==> src/rtl/core/avsd_pkg.sv <==
// ---------------------------------------------------------------------------
// avsd_pkg
// Shared widths, codes and the command type passed from the tick front end
// to the speed/direction back end.
// ---------------------------------------------------------------------------
package avsd_pkg;

    // Field widths.
    localparam int SPEED_W = 24;
    localparam int EDGE_W  = 8;
    localparam int TIMER_W = 16;
    localparam int ADC_W   = 12;
    localparam int DIR_W   = 4;

    // Configuration port.
    localparam int CFG_IDX_W  = 2;
    localparam int CFG_DATA_W = 24;

    typedef enum logic [CFG_IDX_W-1:0] {
        CFG_CIRCUMFERENCE = 2'd0,
        CFG_EDGES         = 2'd1,
        CFG_DIR_INTERVAL  = 2'd2
    } t_cfg_idx;

    // Register reset values.
    localparam logic [SPEED_W-1:0] CIRC_RESET     = 24'd565200;
    localparam logic [EDGE_W-1:0]  EDGES_RESET    = 8'd4;
    localparam logic [TIMER_W-1:0] INTERVAL_RESET = 16'd5000;

    // Saturation limits.
    localparam logic [SPEED_W-1:0] SPEED_MAX   = {SPEED_W{1'b1}};
    localparam logic [SPEED_W-1:0] ELAPSED_MAX = {SPEED_W{1'b1}};
    localparam logic [TIMER_W-1:0] TIMER_MAX   = {TIMER_W{1'b1}};

    // Direction codes.
    localparam logic [DIR_W-1:0] DIR_W_CODE = 4'd0;
    localparam logic [DIR_W-1:0] DIR_NW     = 4'd1;
    localparam logic [DIR_W-1:0] DIR_N      = 4'd2;
    localparam logic [DIR_W-1:0] DIR_SW     = 4'd3;
    localparam logic [DIR_W-1:0] DIR_NE     = 4'd4;
    localparam logic [DIR_W-1:0] DIR_S      = 4'd5;
    localparam logic [DIR_W-1:0] DIR_SE     = 4'd6;
    localparam logic [DIR_W-1:0] DIR_E      = 4'd7;
    localparam logic [DIR_W-1:0] DIR_NONE   = 4'd8;

    // Vane band thresholds.
    localparam logic [ADC_W-1:0] BAND_W_HI  = 12'd450;
    localparam logic [ADC_W-1:0] BAND_NW_HI = 12'd650;
    localparam logic [ADC_W-1:0] BAND_N_HI  = 12'd875;
    localparam logic [ADC_W-1:0] BAND_SW_HI = 12'd1050;
    localparam logic [ADC_W-1:0] BAND_NE_HI = 12'd1300;
    localparam logic [ADC_W-1:0] BAND_S_HI  = 12'd1750;
    localparam logic [ADC_W-1:0] BAND_SE_HI = 12'd2500;
    localparam logic [ADC_W-1:0] BAND_E_HI  = 12'd3500;

    // Divider step count and its counter width.
    localparam int DIV_STEPS = SPEED_W;
    localparam int DIV_CNT_W = $clog2(DIV_STEPS + 1);

    // Default depth of the command queue.
    localparam int QUEUE_DEPTH_DEFAULT = 2;

    // Work handed from front to back for one tick.
    typedef struct packed {
        logic               speed_valid;
        logic               speed_div;
        logic [SPEED_W-1:0] numer;
        logic [SPEED_W-1:0] denom;
        logic               dir_valid;
        logic [DIR_W-1:0]   dir_code;
    } t_cmd;

    // Maps a vane reading to its sector. Zero lands in the NW band.
    function automatic logic [DIR_W-1:0] classify_dir(input logic [ADC_W-1:0] adc);
        logic [DIR_W-1:0] code;
        if (adc != '0 && adc < BAND_W_HI)  code = DIR_W_CODE;
        else if (adc < BAND_NW_HI)         code = DIR_NW;
        else if (adc < BAND_N_HI)          code = DIR_N;
        else if (adc < BAND_SW_HI)         code = DIR_SW;
        else if (adc < BAND_NE_HI)         code = DIR_NE;
        else if (adc < BAND_S_HI)          code = DIR_S;
        else if (adc < BAND_SE_HI)         code = DIR_SE;
        else if (adc < BAND_E_HI)          code = DIR_E;
        else                               code = DIR_NONE;
        return code;
    endfunction

endpackage

==> src/rtl/core/avsd_front.sv <==
// ---------------------------------------------------------------------------
// avsd_front
// Takes one tick per cycle while the queue has room, tracks pin edges, round
// time and the direction timer, and queues the tick's command for the back end.
// ---------------------------------------------------------------------------
module avsd_front (
    input  logic                         i_clk,
    input  logic                         i_rst_n,
    // Configuration writes.
    input  logic                         i_cfg_valid,
    output logic                         o_cfg_ready,
    input  logic [avsd_pkg::CFG_IDX_W-1:0]  i_cfg_index,
    input  logic [avsd_pkg::CFG_DATA_W-1:0] i_cfg_data,
    // Tick stream: [0] speed_pin_level, [12:1] vane_adc_sample.
    input  logic                         s_axis_tvalid,
    output logic                         s_axis_tready,
    input  logic [15:0]                  s_axis_tdata,
    // Command queue write side.
    output logic                         o_cmd_valid,
    input  logic                         i_cmd_ready,
    output avsd_pkg::t_cmd               o_cmd
);
    import avsd_pkg::*;

    logic [SPEED_W-1:0] r_circ;
    logic [EDGE_W-1:0]  r_edges;
    logic [TIMER_W-1:0] r_interval;

    logic               r_prev_level;
    logic [EDGE_W-1:0]  r_edge_cnt;
    logic [SPEED_W-1:0] r_elapsed;
    logic [TIMER_W-1:0] r_dir_timer;

    logic               n_prev_level;
    logic [EDGE_W-1:0]  n_edge_cnt;
    logic [SPEED_W-1:0] n_elapsed;
    logic [TIMER_W-1:0] n_dir_timer;

    logic               level;
    logic [ADC_W-1:0]   adc;
    logic               pin_edge;
    logic [EDGE_W:0]    edge_sum;
    logic               round_done;
    logic [SPEED_W-1:0] elapsed_inc;
    logic               dir_sample;
    logic               accept;

    assign level  = s_axis_tdata[0];
    assign adc    = s_axis_tdata[ADC_W:1];
    assign accept = s_axis_tvalid && i_cmd_ready;

    assign s_axis_tready = i_cmd_ready;
    assign o_cfg_ready   = 1'b1;
    assign o_cmd_valid   = s_axis_tvalid;

    // Round tracking: time advances while a round is open, and the first
    // edge restarts it.
    always_comb begin
        elapsed_inc = r_elapsed;
        if (r_edge_cnt != '0 && r_elapsed != ELAPSED_MAX) begin
            elapsed_inc = r_elapsed + 1'b1;
        end
        pin_edge   = level != r_prev_level;
        edge_sum   = {1'b0, r_edge_cnt} + 1'b1;
        round_done = pin_edge && (edge_sum[EDGE_W] || edge_sum[EDGE_W-1:0] >= r_edges);
        n_elapsed  = (pin_edge && r_edge_cnt == '0) ? '0 : elapsed_inc;
        n_edge_cnt = r_edge_cnt;
        if (pin_edge) begin
            n_edge_cnt = round_done ? '0 : edge_sum[EDGE_W-1:0];
        end
        n_prev_level = level;
    end

    // Direction timer: sample once it has reached the interval.
    always_comb begin
        dir_sample  = r_dir_timer >= r_interval;
        n_dir_timer = r_dir_timer;
        if (dir_sample) begin
            n_dir_timer = '0;
        end else if (r_dir_timer != TIMER_MAX) begin
            n_dir_timer = r_dir_timer + 1'b1;
        end
    end

    // Command for this tick.
    always_comb begin
        o_cmd.speed_valid = round_done;
        o_cmd.speed_div   = round_done && n_elapsed != '0;
        o_cmd.numer       = r_circ;
        o_cmd.denom       = n_elapsed;
        o_cmd.dir_valid   = dir_sample;
        o_cmd.dir_code    = dir_sample ? classify_dir(adc) : DIR_NONE;
    end

    // Configuration registers.
    always_ff @(posedge i_clk) begin
        if (!i_rst_n) begin
            r_circ     <= CIRC_RESET;
            r_edges    <= EDGES_RESET;
            r_interval <= INTERVAL_RESET;
        end else if (i_cfg_valid) begin
            unique case (i_cfg_index)
                CFG_CIRCUMFERENCE: r_circ     <= i_cfg_data[SPEED_W-1:0];
                CFG_EDGES:         r_edges    <= i_cfg_data[EDGE_W-1:0];
                CFG_DIR_INTERVAL:  r_interval <= i_cfg_data[TIMER_W-1:0];
                default: ;
            endcase
        end
    end

    // Tick state.
    always_ff @(posedge i_clk) begin
        if (!i_rst_n) begin
            r_prev_level <= 1'b0;
            r_edge_cnt   <= '0;
            r_elapsed    <= '0;
            r_dir_timer  <= '0;
        end else if (accept) begin
            r_prev_level <= n_prev_level;
            r_edge_cnt   <= n_edge_cnt;
            r_elapsed    <= n_elapsed;
            r_dir_timer  <= n_dir_timer;
        end
    end

endmodule

==> src/rtl/core/avsd_fifo.sv <==
// ---------------------------------------------------------------------------
// avsd_fifo
// Short command queue that lets the front end keep taking ticks while the
// back end is dividing.
// ---------------------------------------------------------------------------
module avsd_fifo #(
    parameter int DEPTH = avsd_pkg::QUEUE_DEPTH_DEFAULT
) (
    input  logic           i_clk,
    input  logic           i_rst_n,
    input  logic           i_push_valid,
    output logic           o_push_ready,
    input  avsd_pkg::t_cmd i_push_cmd,
    output logic           o_pop_valid,
    input  logic           i_pop_ready,
    output avsd_pkg::t_cmd o_pop_cmd
);
    import avsd_pkg::*;

    localparam int AW = (DEPTH > 1) ? $clog2(DEPTH) : 1;
    localparam int CW = $clog2(DEPTH + 1);
    localparam logic [AW-1:0] LAST = AW'(DEPTH - 1);
    localparam logic [CW-1:0] FULL = CW'(DEPTH);

    t_cmd          r_mem [DEPTH];
    logic [AW-1:0] r_wr_ptr;
    logic [AW-1:0] r_rd_ptr;
    logic [CW-1:0] r_count;

    logic push;
    logic pop;

    assign o_push_ready = r_count != FULL;
    assign o_pop_valid  = r_count != '0;
    assign o_pop_cmd    = r_mem[r_rd_ptr];
    assign push         = i_push_valid && o_push_ready;
    assign pop          = o_pop_valid && i_pop_ready;

    // Entry storage.
    always_ff @(posedge i_clk) begin
        if (push) begin
            r_mem[r_wr_ptr] <= i_push_cmd;
        end
    end

    // Pointers and fill count.
    always_ff @(posedge i_clk) begin
        if (!i_rst_n) begin
            r_wr_ptr <= '0;
            r_rd_ptr <= '0;
            r_count  <= '0;
        end else begin
            if (push) begin
                r_wr_ptr <= (r_wr_ptr == LAST) ? '0 : r_wr_ptr + 1'b1;
            end
            if (pop) begin
                r_rd_ptr <= (r_rd_ptr == LAST) ? '0 : r_rd_ptr + 1'b1;
            end
            if (push && !pop) begin
                r_count <= r_count + 1'b1;
            end else if (pop && !push) begin
                r_count <= r_count - 1'b1;
            end
        end
    end

    // The fill count never passes the depth.
    a_count_bound: assert property (@(posedge i_clk) disable iff (!i_rst_n)
        r_count <= FULL)
        else $error("command queue count exceeds depth");

    // A push without a pop leaves something to read.
    a_push_nonempty: assert property (@(posedge i_clk) disable iff (!i_rst_n)
        (push && !pop) |=> o_pop_valid)
        else $error("command queue empty after push");

endmodule

==> src/rtl/core/avsd_back.sv <==
// ---------------------------------------------------------------------------
// avsd_back
// Pops commands, divides circumference by round time one quotient bit per
// cycle, and holds each result in an output register until taken.
// ---------------------------------------------------------------------------
module avsd_back (
    input  logic           i_clk,
    input  logic           i_rst_n,
    input  logic           i_cmd_valid,
    output logic           o_cmd_ready,
    input  avsd_pkg::t_cmd i_cmd,
    // Results: [0] speed_valid, [24:1] speed_mm_per_s, [25] direction_valid,
    // [29:26] direction_code.
    output logic           m_axis_tvalid,
    input  logic           m_axis_tready,
    output logic [31:0]    m_axis_tdata
);
    import avsd_pkg::*;

    logic                 r_busy;
    logic [DIV_CNT_W-1:0] r_div_cnt;
    logic [SPEED_W-1:0]   r_rem;
    logic [SPEED_W-1:0]   r_quo;
    logic [SPEED_W-1:0]   r_denom;
    logic                 r_speed_valid;
    logic                 r_speed_div;
    logic                 r_dir_valid;
    logic [DIR_W-1:0]     r_dir_code;

    logic                 r_out_valid;
    logic [31:0]          r_out_data;

    logic [SPEED_W:0]     trial;
    logic                 trial_ok;
    logic [SPEED_W-1:0]   speed;
    logic                 out_free;
    logic                 finish;
    logic                 take;

    assign o_cmd_ready   = !r_busy;
    assign take          = i_cmd_valid && !r_busy;
    assign out_free      = !r_out_valid || m_axis_tready;
    assign finish        = r_busy && r_div_cnt == '0 && out_free;
    assign m_axis_tvalid = r_out_valid;
    assign m_axis_tdata  = r_out_data;

    // One restoring divide step.
    always_comb begin
        trial    = {r_rem, r_quo[SPEED_W-1]} - {1'b0, r_denom};
        trial_ok = !trial[SPEED_W];
    end

    // Final speed: quotient, or saturated for a zero-time round.
    always_comb begin
        if (r_speed_div) begin
            speed = r_quo;
        end else if (r_speed_valid) begin
            speed = SPEED_MAX;
        end else begin
            speed = '0;
        end
    end

    // Command capture and divider iterations.
    always_ff @(posedge i_clk) begin
        if (!i_rst_n) begin
            r_busy    <= 1'b0;
            r_div_cnt <= '0;
        end else if (take) begin
            r_busy    <= 1'b1;
            r_div_cnt <= i_cmd.speed_div ? DIV_CNT_W'(DIV_STEPS) : '0;
        end else if (r_busy && r_div_cnt != '0) begin
            r_div_cnt <= r_div_cnt - 1'b1;
        end else if (finish) begin
            r_busy <= 1'b0;
        end
    end

    // Divider datapath and held command fields.
    always_ff @(posedge i_clk) begin
        if (take) begin
            r_rem         <= '0;
            r_quo         <= i_cmd.numer;
            r_denom       <= i_cmd.denom;
            r_speed_valid <= i_cmd.speed_valid;
            r_speed_div   <= i_cmd.speed_div;
            r_dir_valid   <= i_cmd.dir_valid;
            r_dir_code    <= i_cmd.dir_code;
        end else if (r_busy && r_div_cnt != '0) begin
            r_rem <= trial_ok ? trial[SPEED_W-1:0] : {r_rem[SPEED_W-2:0], r_quo[SPEED_W-1]};
            r_quo <= {r_quo[SPEED_W-2:0], trial_ok};
        end
    end

    // Output register.
    always_ff @(posedge i_clk) begin
        if (!i_rst_n) begin
            r_out_valid <= 1'b0;
        end else if (finish) begin
            r_out_valid <= 1'b1;
        end else if (m_axis_tready) begin
            r_out_valid <= 1'b0;
        end
    end

    always_ff @(posedge i_clk) begin
        if (finish) begin
            r_out_data <= {2'b00, r_dir_code, r_dir_valid, speed, r_speed_valid};
        end
    end

    // The step counter runs only while a command is held.
    a_cnt_busy: assert property (@(posedge i_clk) disable iff (!i_rst_n)
        (r_div_cnt != '0) |-> (r_busy && r_div_cnt <= DIV_CNT_W'(DIV_STEPS)))
        else $error("divider counting without a command");

    // Finishing always presents a result next cycle.
    a_finish_out: assert property (@(posedge i_clk) disable iff (!i_rst_n)
        finish |=> (r_out_valid && !r_busy))
        else $error("finished command did not reach the output register");

endmodule

==> src/rtl/core/anemometer_speed_and_vane_direction_top.sv <==
// ---------------------------------------------------------------------------
// anemometer_speed_and_vane_direction_top
// Cup anemometer round speed and wind vane sector from millisecond ticks.
// ---------------------------------------------------------------------------
// Each input item is one millisecond tick and yields exactly one result item.
// The front end takes a tick every cycle while the command queue has room and
// queues one command per tick. The back end takes one command at a time and
// holds it until its result is registered; a tick that completes a round with
// nonzero time runs the radix-2 divider (24 quotient bits, one per cycle)
// that forms circumference / elapsed ms. Configuration writes are always
// accepted and should be made while no result is outstanding.
module anemometer_speed_and_vane_direction_top #(
    parameter int QUEUE_DEPTH = avsd_pkg::QUEUE_DEPTH_DEFAULT
) (
    input  logic                            i_clk,
    input  logic                            i_rst_n,
    input  logic                            i_cfg_valid,
    output logic                            o_cfg_ready,
    input  logic [avsd_pkg::CFG_IDX_W-1:0]  i_cfg_index,
    input  logic [avsd_pkg::CFG_DATA_W-1:0] i_cfg_data,
    input  logic                            s_axis_tvalid,
    output logic                            s_axis_tready,
    // [0] speed_pin_level, [12:1] vane_adc_sample, [15:13] zero.
    input  logic [15:0]                     s_axis_tdata,
    output logic                            m_axis_tvalid,
    input  logic                            m_axis_tready,
    // [0] speed_valid, [24:1] speed_mm_per_s, [25] direction_valid,
    // [29:26] direction_code, [31:30] zero.
    output logic [31:0]                     m_axis_tdata
);
    import avsd_pkg::*;

    logic cmd_in_valid;
    logic cmd_in_ready;
    t_cmd cmd_in;
    logic cmd_out_valid;
    logic cmd_out_ready;
    t_cmd cmd_out;

    // Tick classification and state tracking.
    avsd_front u_front (
        .i_clk         (i_clk),
        .i_rst_n       (i_rst_n),
        .i_cfg_valid   (i_cfg_valid),
        .o_cfg_ready   (o_cfg_ready),
        .i_cfg_index   (i_cfg_index),
        .i_cfg_data    (i_cfg_data),
        .s_axis_tvalid (s_axis_tvalid),
        .s_axis_tready (s_axis_tready),
        .s_axis_tdata  (s_axis_tdata),
        .o_cmd_valid   (cmd_in_valid),
        .i_cmd_ready   (cmd_in_ready),
        .o_cmd         (cmd_in)
    );

    // Decoupling queue.
    avsd_fifo #(
        .DEPTH (QUEUE_DEPTH)
    ) u_fifo (
        .i_clk        (i_clk),
        .i_rst_n      (i_rst_n),
        .i_push_valid (cmd_in_valid),
        .o_push_ready (cmd_in_ready),
        .i_push_cmd   (cmd_in),
        .o_pop_valid  (cmd_out_valid),
        .i_pop_ready  (cmd_out_ready),
        .o_pop_cmd    (cmd_out)
    );

    // Speed division and result output.
    avsd_back u_back (
        .i_clk         (i_clk),
        .i_rst_n       (i_rst_n),
        .i_cmd_valid   (cmd_out_valid),
        .o_cmd_ready   (cmd_out_ready),
        .i_cmd         (cmd_out),
        .m_axis_tvalid (m_axis_tvalid),
        .m_axis_tready (m_axis_tready),
        .m_axis_tdata  (m_axis_tdata)
    );

endmodule

==> config.mk <==
export PLATFORM = sky130hd
export DESIGN_NAME = anemometer_speed_and_vane_direction_top
export DESIGN_NICKNAME = d
export VERILOG_FILES = /design/src/rtl/core/avsd_pkg.sv /design/src/rtl/core/avsd_front.sv /design/src/rtl/core/avsd_fifo.sv /design/src/rtl/core/avsd_back.sv /design/src/rtl/core/anemometer_speed_and_vane_direction_top.sv
export SDC_FILE = /design/constraint.sdc
export NUM_CORES = 1
export LEC_CHECK = 0
export BUFFER_PORTS_ARGS = -buffer_cell sky130_fd_sc_hd__buf_2
export CAP_MARGIN = 0
export CORE_ASPECT_RATIO = 1.2
export CORE_MARGIN = 10
export CORE_UTILIZATION = 30
export CTS_CLUSTER_SIZE = 20
export DETAILED_ROUTE_END_ITERATION = 7
export PLACE_DENSITY = 0.45
export SETUP_SLACK_MARGIN = 0.05
export SLEW_MARGIN = 5
export SYNTH_ARGS = -nofsm -noshare
export SYNTH_HDL_FRONTEND = slang
export SYNTH_SLANG_ARGS = --single-unit
==> constraint.sdc <==
create_clock -name i_clk -period 3.9 [get_ports i_clk]
set_input_delay 0.195 -clock i_clk [delete_from_list [all_inputs] [get_ports i_clk]]
set_output_delay 0.195 -clock i_clk [all_outputs]
set_load 0.01 [all_outputs]
# Word-level counts from Yosys, hierarchy flattened
# Memories as Yosys holds them, arrays and structs flattened. A register that Yosys moved wholly into a read port is not among the register bits.
# Cells that the tools add are included.
# Widths: inputs -> output; s select.
[totals] reg_bits=217 mem_bits_rw=110 input_bits=47 output_inout_bits=35 elab_cells=121 n_memories=1
[mem_list] memory="u_fifo.r_mem" depth=2 word_bits=55 rd=1 rd_clocked_by_memory_dff=1 wr=1 line_no="avsd_fifo.sv:25" rtl="t_cmd r_mem [DEPTH];"
[classes] addsub=9 order_cmp=10 eq_ne=7 n_mux=35 reduce_logical=38
[op_table] cell="$mux 24" n=7
[op_table] cell="$lt 12x11->1 const B" n=3
[op_table] cell="$mux 4" n=9
[op_table] cell="$mux 16" n=2
[op_table] cell="$sub 25x24->25" n=1
[op_table] cell="$add 24x1->24 const B" n=1
[op_table] cell="$lt 12x10->1 const B" n=2
[op_table] cell="$lt 12x12->1 const B" n=2
[op_table] cell="$ne 24x24->1 const B" n=1
[op_table] cell="$reduce_bool 24->1" n=1
[op_table] cell="$add 16x1->16 const B" n=1
[op_table] cell="$ge 16x16->1" n=1
[op_table] cell="$ne 16x16->1 const B" n=1
[op_table] cell="$mux 5" n=3
[op_table] cell="$logic_and 1x1->1" n=12
[op_table] cell="$lt 12x9->1 const B" n=1
[op_table] cell="$reduce_and 2->1" n=6
[op_table] cell="$reduce_bool 12->1" n=1
[op_table] cell="$reduce_bool 2->1" n=6
[op_table] cell="$mux 1" n=11
[op_table] cell="$add 8x1->9 const B" n=1
[op_table] cell="$ge 8x8->1" n=1
[op_table] cell="$logic_not 8->1" n=1
[op_table] cell="$mux 8" n=1
[op_table] cell="other kinds (15)" n=23

# Longest topological paths before layout
# Gate-level depths: netlist (run 1).
[logic_depth] depth_word=10 depth_mapped=13 mapped_depth_nobuf=12

# Modules after synthesis
# A second synthesis (run 1) with hierarchy kept.
[hier_totals] cells_unflattened=1518 hier_area_um2=15642.5
[modules_own_cells] mod="avsd_back" n_inst=1 cells_per_inst=566 area_each_um2=5779.3 seq_area_each_um2=3173.0
[modules_own_cells] mod="avsd_front" n_inst=1 cells_per_inst=757 area_each_um2=5655.4 seq_area_each_um2=1941.9
[modules_own_cells] mod="avsd_fifo" n_inst=1 cells_per_inst=195 area_each_um2=4207.8 seq_area_each_um2=3403.3

# Least setup slack after synthesis (run 1)
# No wires, ideal clock.
[synth_timing] path_kind="flip-flop to flip-flop" from="reg u_fifo.r_count[0]" to="mem u_fifo.r_mem[0][0] (netlist bit) (enable)" setup_time_ns=0.470 arrival_time_ns=3.306 t_required_ns=3.430 slack_ns=0.125 path_stages_with_launch=5 path_buffers=1 synth_period_minus_slack_ns=3.775 cell_sequence="dfxtp_1 -> nand2b_1 -> nand2_1 -> clkbuf_1 -> nor2_1"
[synth_via] elab_chain_cells=4
[synth_lines] item="start, declared" line_no="avsd_fifo.sv:28" rtl="logic [CW-1:0] r_count;"
[synth_lines] item="start signal, assigned" line_no="avsd_fifo.sv:60" rtl="r_count <= r_count + 1'b1;"
[synth_lines] item="start signal, assigned" line_no="avsd_fifo.sv:62" rtl="r_count <= r_count - 1'b1;"
[synth_lines] item="$ne 2x2->1" line_no="avsd_fifo.sv:33" rtl="assign o_push_ready = r_count != FULL;"
[synth_lines] item="via s_axis_tready" line_no="anemometer_speed_and_vane_direction_top.sv:22" rtl="output logic s_axis_tready,"
[synth_lines] item="$logic_and 1x1->1" line_no="avsd_fifo.sv:36" rtl="assign push = i_push_valid && o_push_ready;"
[synth_lines] item="$mux 1" line_no="avsd_fifo.sv:41" rtl="if (push) begin"
[synth_lines] item="$mux 1 (implied by the code)" line_no="avsd_fifo.sv:42" rtl="r_mem[r_wr_ptr] <= i_push_cmd;"
[synth_lines] item="end, declared" line_no="avsd_fifo.sv:25"
# The timed path passes the listed nets, and every way through them passes these cells.

==> results of run 1 <==
flip-flops by register name, indices dropped and copies added, names as in the netlist, named ones only:
register / cells
u_fifo.r_rd_ptr: 1
u_back.r_dir_valid: 1
u_front.r_interval: 16
u_back.r_busy: 1
u_front.r_dir_timer: 16
u_back.m_axis_tvalid: 1
u_front.r_prev_level: 1
u_fifo.r_count: 2
u_back.r_rem: 24
u_front.r_circ: 24
u_back.r_dir_code: 4
u_back.r_denom: 24
u_front.r_edge_cnt: 8
u_back.r_speed_valid: 1
u_back.r_quo: 24
u_back.r_div_cnt: 5
u_back.r_speed_div: 1
u_fifo.r_wr_ptr: 1
u_front.r_elapsed: 24
u_fifo.r_mem: 110
u_back.m_axis_tdata: 30
u_front.r_edges: 8
worst max-delay path: cells and delay by family (launching register included):
kind / cells / cell delay [ns]
xor gates and xnor gates: 1 / 0.18
and+or+nand+nor: 6 / 1.51
AOI/OAI and AO/OA: 2 / 1.00
DFF: 1 / 0.45
path summary, 6_finish.rpt:
check	start	end	slack, ns	depth (start not counted)
worst max-delay path	u_front.r_elapsed[2]	u_fifo.r_mem[0][53]	0.49	9
worst min-delay path	s_axis_tdata[12]	u_fifo.r_mem[1][3]	0.14	3
worst max register to register	u_front.r_elapsed[2]	u_fifo.r_mem[0][53]	0.49	9
worst min register to register	u_back.r_dir_valid	u_back.m_axis_tdata[25]	0.42	0
power groups by stage:
stage	registers (mW)	clock network [mW]	logic, mW
4_1_cts	4.99	3.66	2.58
3_5_place_dp	5.07	0	2.54
5_1_grt	5.06	3.78	2.85
3_3_place_gp	5.05	0	2.53
6_report	4.98	3.53	2.52
2_1_floorplan	4.96	0	1.74
layer usage:
layer  wire length, µm  track usage (%)  part of all wire (%)
met1             17000             15.4                    49
met2             16000             18.8                    46
met3              1240             1.92                   3.5
met4               800             3.52                   2.3
met5                 0                0                     0
per-stage QoR:
step	power, mW	setup slack [ns]	hold WS [ns]	area, µm²	util [%]
2_1_floorplan	6.70	0.125	0.319	15300	-
3_3_place_gp	7.58	0.468	0.408	16500	32.6
6_report	11.0	0.486	0.136	18000	35.6
4_1_cts	11.2	0.435	0.101	18000	35.6
5_1_grt	11.7	0.233	0.125	18000	35.6
3_5_place_dp	7.61	0.461	0.405	16500	32.6
cell usage after synthesis (6+ instances only):
master    number
nand3b_1       8
clkbuf_1      49
nand3_1       33
nor2b_1       24
a21boi_0      59
mux2_2        32
nand2_1      260
xnor2_1       37
a31oi_1        8
and3_1        19
buf_1          7
a21o_1        20
dfxtp_1      133
ha_1          55
o21a_1         6
o21ai_0       73
and2_1         9
a21oi_1       33
nand2b_1      12
nor4_1         6
xor2_1        22
edfxtp_1     195
nand4_1       10
nor3_1        24
inv_1         68
o211ai_1      17
nor3b_1        8
nor2_1        78
mux2i_1       55
cell families (layout without fill, tap and decap cells):
family                     count (synthesis)  count (layout)  share of synthesized area, %
and+or+nand+nor                          519             519                          15.8
adders and majority gates                 56              56                          4.62
AOI/OAI and AO/OA                        252             252                          11.1
DFF                                      328             328                          55.6
buffers and inverters                    133             259                          3.44
other                                      2               3                        0.0490
muxes                                     87              87                          5.94
xor gates and xnor gates                  60              60                          3.48
layout make-up:
class	instances	area, µm²	share of cell area, %
clock buffers	42	966	5.38
repair buffers	123	838	4.67
well taps	644	806	4.49
multi-input cells	977	6310	35.1
inverters	68	255	1.42
flip-flops and latches	328	8520	47.4
clock inverters	26	270	1.50
timing repair:
action                     4_1_cts  5_1_grt
hold buffers                    26        0
setup endpoints to repair        0        0
hold endpoints to repair        46        0
resized for setup                0        0
buffers inserted                 0        0
==> summary.txt, run 1 <==
Cells and area
  – Layout Nets: approximately 1,600
  – Fillers: 5,029
  – N_diodes: 0
  – Most frequent cells in the layout: 260 x nand2_1, 195 x edfxtp_1, 132 x dfxtp_1
  – Cell Count, Final, Fillers Out: about 2,200
  – Share of cells above drive strength 1: 13.7%
  – Layout Area Growth over Synthesis: 17.2%
  – Most common cell after layout, fill and taps aside: nand2_1

Power
  – Leak: around 6.9 nW
  – Peak supply drop: between 300 and 400 µV
  – Clock Power Share: around 32%
  – Sequential Power Share: a little under half
  – Sw Ratio: a little under a third
  – Net switching power: 3.39 mW
  – PD cells: between 600 and 700 mW/mm²
  – Internal: between 7 and 8 mW
  – Combinational Power Share: a little under a quarter

Yosys
  – Post-synthesis sequential area ratio: about 56%
  – Avg Inst Size Synth: around 11 µm²
  – Syn Inst Count: around 1,400
  – Yosys reg bits: 328
  – Share of the synthesized area in the top cell type: about two fifths
  – Ys flop type: edfxtp_1
  – Post-synth ARST share: 0%
  – Yosys warnings: 0
  – Post-synth EDFFs: approximately 200
  – Unique cell type count in the Yosys netlist: 70
  – Synth top area cells: edfxtp_1 38%, dfxtp_1 17%, nand2_1 6.4%, ha_1 4.5%, mux2i_1 3.6%
  – Cell Area, Synth: roughly 0.015 mm²
  – Post-synth top area cell: edfxtp_1

Critical path
  – Worst EP arrival: between 3 and 4 ns
  – CP Max Fanout: 14
  – Worst path required time: between 4 and 5 ns
  – Element type at the critical path end: flip-flop
  – Startpoint Class: flip-flop
  – Critical Path Max Stage Delay: ~0.83 ns
  – Crit path kind: reg -> reg
  – Crit path cell chain: and4_4, nand4_4, o41ai_4, nor3_1, xnor2_1, nor2_1, nor4_1, nor4b_1, a31oi_1
  – Worst path slowest cell: o41ai_4

CTS
  – Clk buf depth: 3
  – Clk_lat worst skew: ~0.54 ns
  – Max H-tree Level: 2
  – Clock sinks: ~330
  – TritonCTS clock tree: done
  – Clk slew on worst S/H paths: around 0.060 ns
  – CTS Buf Count: 37
  – Clock Root Buffer: clkbuf_16

Drt
  – Total DRC errors in the routed layout: 0
  – Number of vias per cell: ~4.7
  – Antenna Nets Post-Route: 0
  – Avg WL per Cell: about 16 µm
  – Drt total wl: about 35 mm
  – Iteration-0 DRC count of the detailed router: 618
  – Detailed-router iteration count before antenna repair: 7
  – Vias: roughly 10,000

Timing
  – Clock skew: between 0.015 and 0.02 ns
  – Period utilization: approximately 88%
  – Slew @ Worst Pin: 0.969 ns
  – F_max: 293 MHz
  – RSZ-0062 raised after global routing: false
  – Post-route setup TNS: 0 ns
  – Relative slew slack: 35.3%
  – Setup violators final: 0
  – Final slew viol count: 0
  – Final hold violation count: 0
  – Tmin final: between 3 and 4 ns

Floorplan
  – Die ar.: ~0.061 mm²
  – FP Rows: 90
  – Top-Level Pins: between 80 and 90
  – Core area: just over 0.05 mm²
  – Die Ht: between 200 and 300 µm
  – Die width: between 200 and 250 µm
  – Starting Density: between 30% and 40%

Job
  – Max cap viols: 0

Outcome
  – Status: completed

GRT
  – Number of global-route vias before repair: just over 10,000
  – GRT Total Usage: 11.6%
  – Global route overflow: 0
  – First-pass GRT wire length: 56.7 mm
  – Initial antenna violation count: 0
  – Largest net degree at the start of global routing: between 50 and 60

Placement
  – Buffers on Ports: 75
  – Dpl hpwl: 24.3 mm
  – GP Congestion: 0.780
  – Placed Cells incl. Taps: 2,114

Worst hold path
  – Min-Delay Path Class: in -> reg
Note: power is estimated with default switching activity, not from simulation.
==> run 2, diff against run 1 <==
- REMOVE_ABC_BUFFERS: default -> 1
==> run 2 against run 1 <==
Register-to-register slack about the same. Total power fell by 0.66%. Via count up 0.95%. Critical path depth stayed put. Clock-buffer cell count grew 10. Final cell count about the same. Clock skew decreased by 0.0059 ns. Critical endpoint unchanged. Largest power group unchanged.
==> summary.txt, run 2 (synthesis gave the netlist of run 1 again) <==
Placement
  – Dpl hpwl: 24.1 mm (was 24.3 mm)
  – GP Congestion: 0.785 (was 0.780)
  – Placement Cell Area: 0.0165 mm² (about the same)
  – Buffers on Ports: 75 (unchanged)
  – Setup WS pre-CTS: 0.472 ns (was 0.461 ns)

Cells and area
  – Layout Area Growth over Synthesis: 17.0% (was 17.2%)
  – Largest Register: u_fifo.r_mem (unchanged)
  – Layout Nets: 1,637 (was 1,638)
  – Max reg flops: 110 (unchanged)
  – Fillers: 5,048 (was 5,029)
  – Most common cell after layout, fill and taps aside: nand2_1 (unchanged)
  – Area of the multi-input gates: 0.00631 mm² (unchanged)
  – Most frequent cells in the layout: 260 x nand2_1, 195 x edfxtp_1, 132 x dfxtp_1 (unchanged)
  – Register area: 0.00852 mm² (unchanged)
  – Fin area: 0.0179 mm² (was 0.0180 mm²)
  – Final core occ: 35.5% (was 35.6%)
  – Share of cells above drive strength 1: 13.3% (was 13.7%)

Outcome
  – Status: completed (unchanged)

Timing
  – Tmin final: 3.41 ns (about the same)
  – Post-route setup TNS: 0 ns (unchanged)
  – F_max: 294 MHz (was 293 MHz)
  – Clock skew: 0.0135 ns (was 0.0194 ns)
  – Setup violators final: 0 (unchanged)
  – RSZ-0062 raised after global routing: false (unchanged)
  – Relative slew slack: 33.0% (was 35.3%)
  – Final slew viol count: 0 (unchanged)
  – Final worst slack: 0.495 ns (was 0.486 ns)
  – Final hold violation count: 0 (unchanged)
  – Slew @ Worst Pin: 1.00 ns (was 0.969 ns)
  – Period utilization: 87.3% (was 87.5%)

Job
  – Max cap viols: 0 (unchanged)

GRT
  – M3 GR Usage: 2.01% (was 1.92%)
  – First-pass GRT wire length: 56.9 mm (was 56.7 mm)
  – Largest net degree at the start of global routing: 53 (was 56)
  – Top Usage Layer GRT: met2 (unchanged)
  – Global route overflow: 0 (unchanged)
  – GRT Total Usage: 11.6% (about the same)
  – GR Util met1: 14.9% (was 15.4%)
  – Met2 usage: 19.4% (was 18.8%)
  – Number of global-route vias before repair: 10,400 (was 10,200)
  – Initial antenna violation count: 2 (was 0)

Floorplan
  – Starting Density: 30.4% (unchanged)
  – FP Rows: 90 (unchanged)
  – Core area: 0.0504 mm² (unchanged)
  – Die ar.: 0.0606 mm² (unchanged)
  – Die Ht: 268 µm (unchanged)
  – Die width: 226 µm (unchanged)
  – Top-Level Pins: 82 (unchanged)

Drt
  – Number of vias per cell: 4.72 (was 4.67)
  – Drt total wl: 34.9 mm (was 35.0 mm)
  – Antenna Nets Post-Route: 0 (unchanged)
  – Iteration-0 DRC count of the detailed router: 538 (was 618)
  – Total DRC errors in the routed layout: 0 (unchanged)
  – Vias: 10,400 (was 10,300)
  – Detailed-router iteration count before antenna repair: 4 (was 7)
  – Avg WL per Cell: 15.8 µm (about the same)

Power
  – Combinational Power Share: 23.0% (was 22.8%)
  – Peak supply drop: 344 µV (was 377 µV)
  – PD cells: 611 mW/mm² (was 614 mW/mm²)
  – Clock Power Share: 31.6% (was 32.0%)
  – Internal: 7.60 mW (was 7.64 mW)
  – Leak: 6.87 nW (was 6.89 nW)
  – Net switching power: 3.35 mW (was 3.39 mW)
  – Sw Ratio: 30.6% (was 30.7%)
  – Sequential Power Share: 45.3% (was 45.1%)

CTS
  – Clk buf depth: 3 (unchanged)
  – Clock Root Buffer: clkbuf_16 (unchanged)
  – Clock sinks: 328 (unchanged)
  – CTS resizes: 0 (unchanged)
  – CTS Buf Count: 37 (unchanged)
  – Max H-tree Level: 2 (unchanged)
  – TritonCTS clock tree: done (unchanged)
  – Clk_lat worst skew: 0.54 ns (about the same)
  – Clk slew on worst S/H paths: 0.06 ns (about the same)

Worst hold path
  – Min-Delay Path Class: in -> reg (unchanged)
  – Worst Hold Depth: 4 (was 3)

Critical path
  – Element type at the critical path end: flip-flop (unchanged)
  – Critical path endpoint: u_fifo.r_mem[0][53] (unchanged)
  – Crit path cell chain: ha_1, nand4_4, o41ai_4, nor3_1, xnor2_1, nor2_1, nor4_1, nor4b_1, a31oi_1 (was and4_4, nand4_4, o41ai_4, nor3_1, xnor2_1, nor2_1, nor4_1, nor4b_1, a31oi_1)
  – RR Startpoint: u_front.r_elapsed[0] (was u_front.r_elapsed[2])
  – Worst path required time: 4.17 ns (was 4.16 ns)
  – Reg2reg end: u_fifo.r_mem[0][53] (unchanged)
  – Worst path slowest cell: o41ai_4 (unchanged)
  – R2r setup slk: 0.49 ns (about the same)
  – Worst Setup SP: u_front.r_elapsed[0] (was u_front.r_elapsed[2])
  – Reg2Reg Depth: 9 (unchanged)
  – Worst EP arrival: 3.68 ns (about the same)
  – Critical Path Max Stage Delay: 0.83 ns (about the same)
  – Startpoint Class: flip-flop (unchanged)
  – CP Max Fanout: 14 (unchanged)
  – Crit path kind: reg -> reg (unchanged)
## run 2: area by class of cell
cell class	count	area share, %
Antenna cell	1	0.0140
Tap cell	644	4.49
Inverter	68	1.42
Clock buffer	52	5.88
Timing Repair Buffer	122	4.63
Multi-Input combinational cell	977	35.2
Clock inverter	15	0.865
Sequential cell	328	47.5
## run 2: power by group through the flow
stage | Combinational [mW] | Clock (mW) | Sequential (mW)
finish | 2.52 | 3.47 | 4.97
global route | 2.87 | 3.74 | 5.05
CTS | 2.60 | 3.59 | 4.98
detailed placement | 2.56 | 0 | 5.06
global placement | 2.55 | 0 | 5.04
floorplan | 1.60 | 0 | 5.04
## run 2: through the flow
stage,power (mW),hold WS (ns),instances
floorplan,6.63,0.257,1373
global placement,7.59,0.401,2113
detailed placement,7.62,0.407,2113
global route,11.7,0.104,2207
finish,11.0,0.0737,2207
CTS,11.2,0.0573,2206
## run 2: routing by layer
metal  part of all wire (%)  vias to the layer above
li1                       -                     5265
met1                     47                     4949
met2                     47                      143
met3                    3.6                       60
met4                    2.4                        2
met5                  0.037                        -
## run 2: timing repair
| item | CTS | global route |
|---|---|---|
| hold endpoints to repair | 46 | 0 |
| setup buffers | 0 | 0 |
| endpoints found under the setup margin | 0 | 0 |
| hold buffers | 26 | 0 |
## run 2: worst min path at each step
| stage | from | endpoint | slack [ns] |
|---|---|---|---|
| 3_3_place_gp | u_back.r_dir_code[0] | u_back.m_axis_tdata[26] | 0.40 |
| 4_1_cts | i_cfg_index[0] | u_front.r_interval[6] | 0.06 |
| 5_1_grt | i_cfg_index[0] | u_front.r_interval[6] | 0.10 |
| 6_report | i_cfg_index[0] | u_front.r_interval[6] | 0.07 |
| 3_5_place_dp | u_back.r_dir_code[1] | u_back.m_axis_tdata[27] | 0.41 |
| 2_1_floorplan | i_rst_n | u_front.r_edges[2] | 0.26 |
## run 2: worst max-delay path: cells and delay by family, from the launching register on
kind / cells / cell delay, ns
flops: 1 / 0.43
compound gates: 2 / 0.99
simple gates: 5 / 1.26
fa+ha+maj: 1 / 0.28
xor+xnor: 1 / 0.17
==> run 3, diff against run 2 <==
- PLACE_DENSITY: 0.45 -> default
- PLACE_DENSITY_LB_ADDON: default -> 0.25
- SLEW_MARGIN: 5 -> 20
==> run 3 against run 2 <==
Non-clock buffer count unchanged. Routed wire length down 5.3%. Fmax down 2.8%. Die area unchanged. Register-to-register slack worse by 0.099 ns. Hold slack better by 0.0033 ns. Combinational power about the same. Sequential power down 1%. Critical path depth unchanged. Sequential share of layout area up 0.25 points. First-iteration DRC count down 25%. Clock power down 4%. Critical path type unchanged. Largest power group unchanged.
==> summary.txt, run 3 (synthesis gave the netlist of run 1 again) <==
Outcome
  – Status: completed (unchanged)

Timing
  – Tmin final: 3.50 ns (was 3.41 ns)
  – Period utilization: 89.9% (was 87.3%)
  – Relative slew slack: 37.6% (was 33.0%)
  – Setup violators final: 0 (unchanged)
  – Final hold violation count: 0 (unchanged)
  – RSZ-0062 raised after global routing: false (unchanged)
  – Post-route setup TNS: 0 ns (unchanged)
  – Final slew viol count: 0 (unchanged)
  – F_max: 285 MHz (was 294 MHz)
  – Clock skew: 0.0184 ns (was 0.0135 ns)
  – Slew @ Worst Pin: 0.936 ns (was 1.00 ns)
  – Hold slack: 0.0770 ns (was 0.0737 ns)
  – Final worst slack: 0.396 ns (was 0.495 ns)

Placement
  – Setup WS pre-CTS: 0.463 ns (was 0.472 ns)
  – Dpl hpwl: 22.5 mm (was 24.1 mm)
  – Buffers on Ports: 75 (unchanged)
  – GP Congestion: 0.806 (was 0.785)

Cells and area
  – Layout Area Growth over Synthesis: 16.4% (was 17.0%)
  – Layout Nets: 1,635 (was 1,637)
  – Largest Register: u_fifo.r_mem (unchanged)
  – Fillers: 5,000 (was 5,048)
  – Most common cell after layout, fill and taps aside: nand2_1 (unchanged)
  – Max reg flops: 110 (unchanged)
  – N_diodes: 0 (was 1)
  – Most frequent cells in the layout: 260 x nand2_1, 195 x edfxtp_1, 132 x dfxtp_1 (unchanged)
  – Share of cells above drive strength 1: 13.1% (was 13.3%)

Drt
  – Vias: 10,300 (was 10,400)
  – Antenna Nets Post-Route: 0 (unchanged)
  – Drt total wl: 33.1 mm (was 34.9 mm)
  – Total DRC errors in the routed layout: 0 (unchanged)
  – Iteration-0 DRC count of the detailed router: 405 (was 538)
  – Number of vias per cell: 4.68 (was 4.72)
  – Avg WL per Cell: 15.0 µm (was 15.8 µm)
  – Detailed-router iteration count before antenna repair: 5 (was 4)

CTS
  – Setup bufs post-CTS: 0 (unchanged)
  – Clock Root Buffer: clkbuf_16 (unchanged)
  – Clk slew on worst S/H paths: 0.06 ns (about the same)
  – TritonCTS clock tree: done (unchanged)
  – Max H-tree Level: 2 (unchanged)
  – Clk buf depth: 3 (unchanged)
  – CTS resizes: 0 (unchanged)
  – CTS Buf Count: 35 (was 37)
  – Clk_lat worst skew: 0.53 ns (was 0.54 ns)
  – Clock sinks: 328 (unchanged)

Critical path
  – Startpoint Class: flip-flop (unchanged)
  – Crit path cell chain: ha_1, nand4_4, o41ai_4, nor3_1, xnor2_1, nor2_1, nor4_1, nor4b_1, a31oi_1 (unchanged)
  – Worst path slowest cell: o41ai_4 (unchanged)
  – CP Max Fanout: 14 (unchanged)
  – Worst path required time: 4.14 ns (was 4.17 ns)
  – CP top delay family: simple AND/OR/NAND/NOR gates (unchanged)
  – Critical Path Max Stage Delay: 0.84 ns (was 0.83 ns)
  – Element type at the critical path end: flip-flop (unchanged)
  – Buf/Inv on CP: 0 (unchanged)
  – Worst EP arrival: 3.74 ns (was 3.68 ns)
  – Crit path kind: reg -> reg (unchanged)

GRT
  – Met2 usage: 18.3% (was 19.4%)
  – Initial antenna violation count: 1 (was 2)
  – GRT Total Usage: 10.9% (was 11.6%)
  – M3 GR Usage: 1.74% (was 2.01%)
  – GR Util met1: 13.9% (was 14.9%)
  – First-pass GRT wire length: 53.9 mm (was 56.9 mm)
  – Largest net degree at the start of global routing: 54 (was 53)
  – Top Usage Layer GRT: met2 (unchanged)
  – Global route overflow: 0 (unchanged)
  – Number of global-route vias before repair: 10,300 (was 10,400)

Floorplan
  – FP Rows: 90 (unchanged)
  – Top-Level Pins: 82 (unchanged)
  – Die ar.: 0.0606 mm² (unchanged)
  – Core area: 0.0504 mm² (unchanged)
  – Die width: 226 µm (unchanged)
  – Die Ht: 268 µm (unchanged)
  – Starting Density: 30.4% (unchanged)

Worst hold path
  – Min-Delay Path Class: in -> reg (unchanged)

Job
  – Max cap viols: 0 (unchanged)

Power
  – Leak: 6.83 nW (was 6.87 nW)
  – PD cells: 605 mW/mm² (was 611 mW/mm²)
  – Peak supply drop: 245 µV (was 344 µV)
[run 3: final timing paths]
check,from,end,slack [ns],depth (start not counted)
worst min register to register,u_back.r_dir_valid,u_back.m_axis_tdata[25],0.42,0
worst max register to register,u_front.r_elapsed[0],u_fifo.r_mem[0][53],0.40,9
worst max-delay path,u_front.r_elapsed[0],u_fifo.r_mem[0][53],0.40,9
worst min-delay path,s_axis_tdata[12],u_fifo.r_mem[0][3],0.08,3
[run 3: metrics by stage]
stage	util [%]	std cells	cell area [µm²]	total power, mW
2_1_floorplan	-	1373	15100	6.63
3_3_place_gp	32.6	2113	16400	7.53
3_5_place_dp	32.6	2113	16400	7.58
4_1_cts	35.4	2201	17800	11.0
5_1_grt	35.4	2201	17800	11.4
6_report	35.4	2201	17800	10.8
[run 3: final cells by class]
cell class	instances	area (µm²)	area share, %
repair buffers	122	806	4.52
multi-input cells	977	6310	35.4
inverters	68	255	1.43
well taps	644	806	4.52
clock inverters	14	168	0.940
clock buffers	48	976	5.47
flip-flops and latches	328	8520	47.8
[run 3: worst reg2reg max path, stage by stage, from the launching register on]
cell     delay (ns)
dfxtp_1        0.43
ha_1           0.27
nand4_4        0.16
o41ai_4        0.84
nor3_1         0.17
xnor2_1        0.19
nor2_1         0.12
nor4_1         0.53
nor4b_1        0.32
a31oi_1        0.17
[run 3: repair_timing]
action	in CTS	in global routing
endpoints found under the hold margin	41	0
endpoints found under the setup margin	0	0
hold buffers	26	0
[run 3: routing by layer]
layer | vias to the layer above | wire [µm]
li1 | 5252 | -
met1 | 4842 | 15600
met2 | 138 | 15400
met3 | 65 | 1200
met4 | 2 | 856
met5 | - | 7
[run 3: power breakdown]
group	switching, mW	internal, mW
logic	1.61	0.945
clock network	1.37	1.96
registers	0.300	4.62
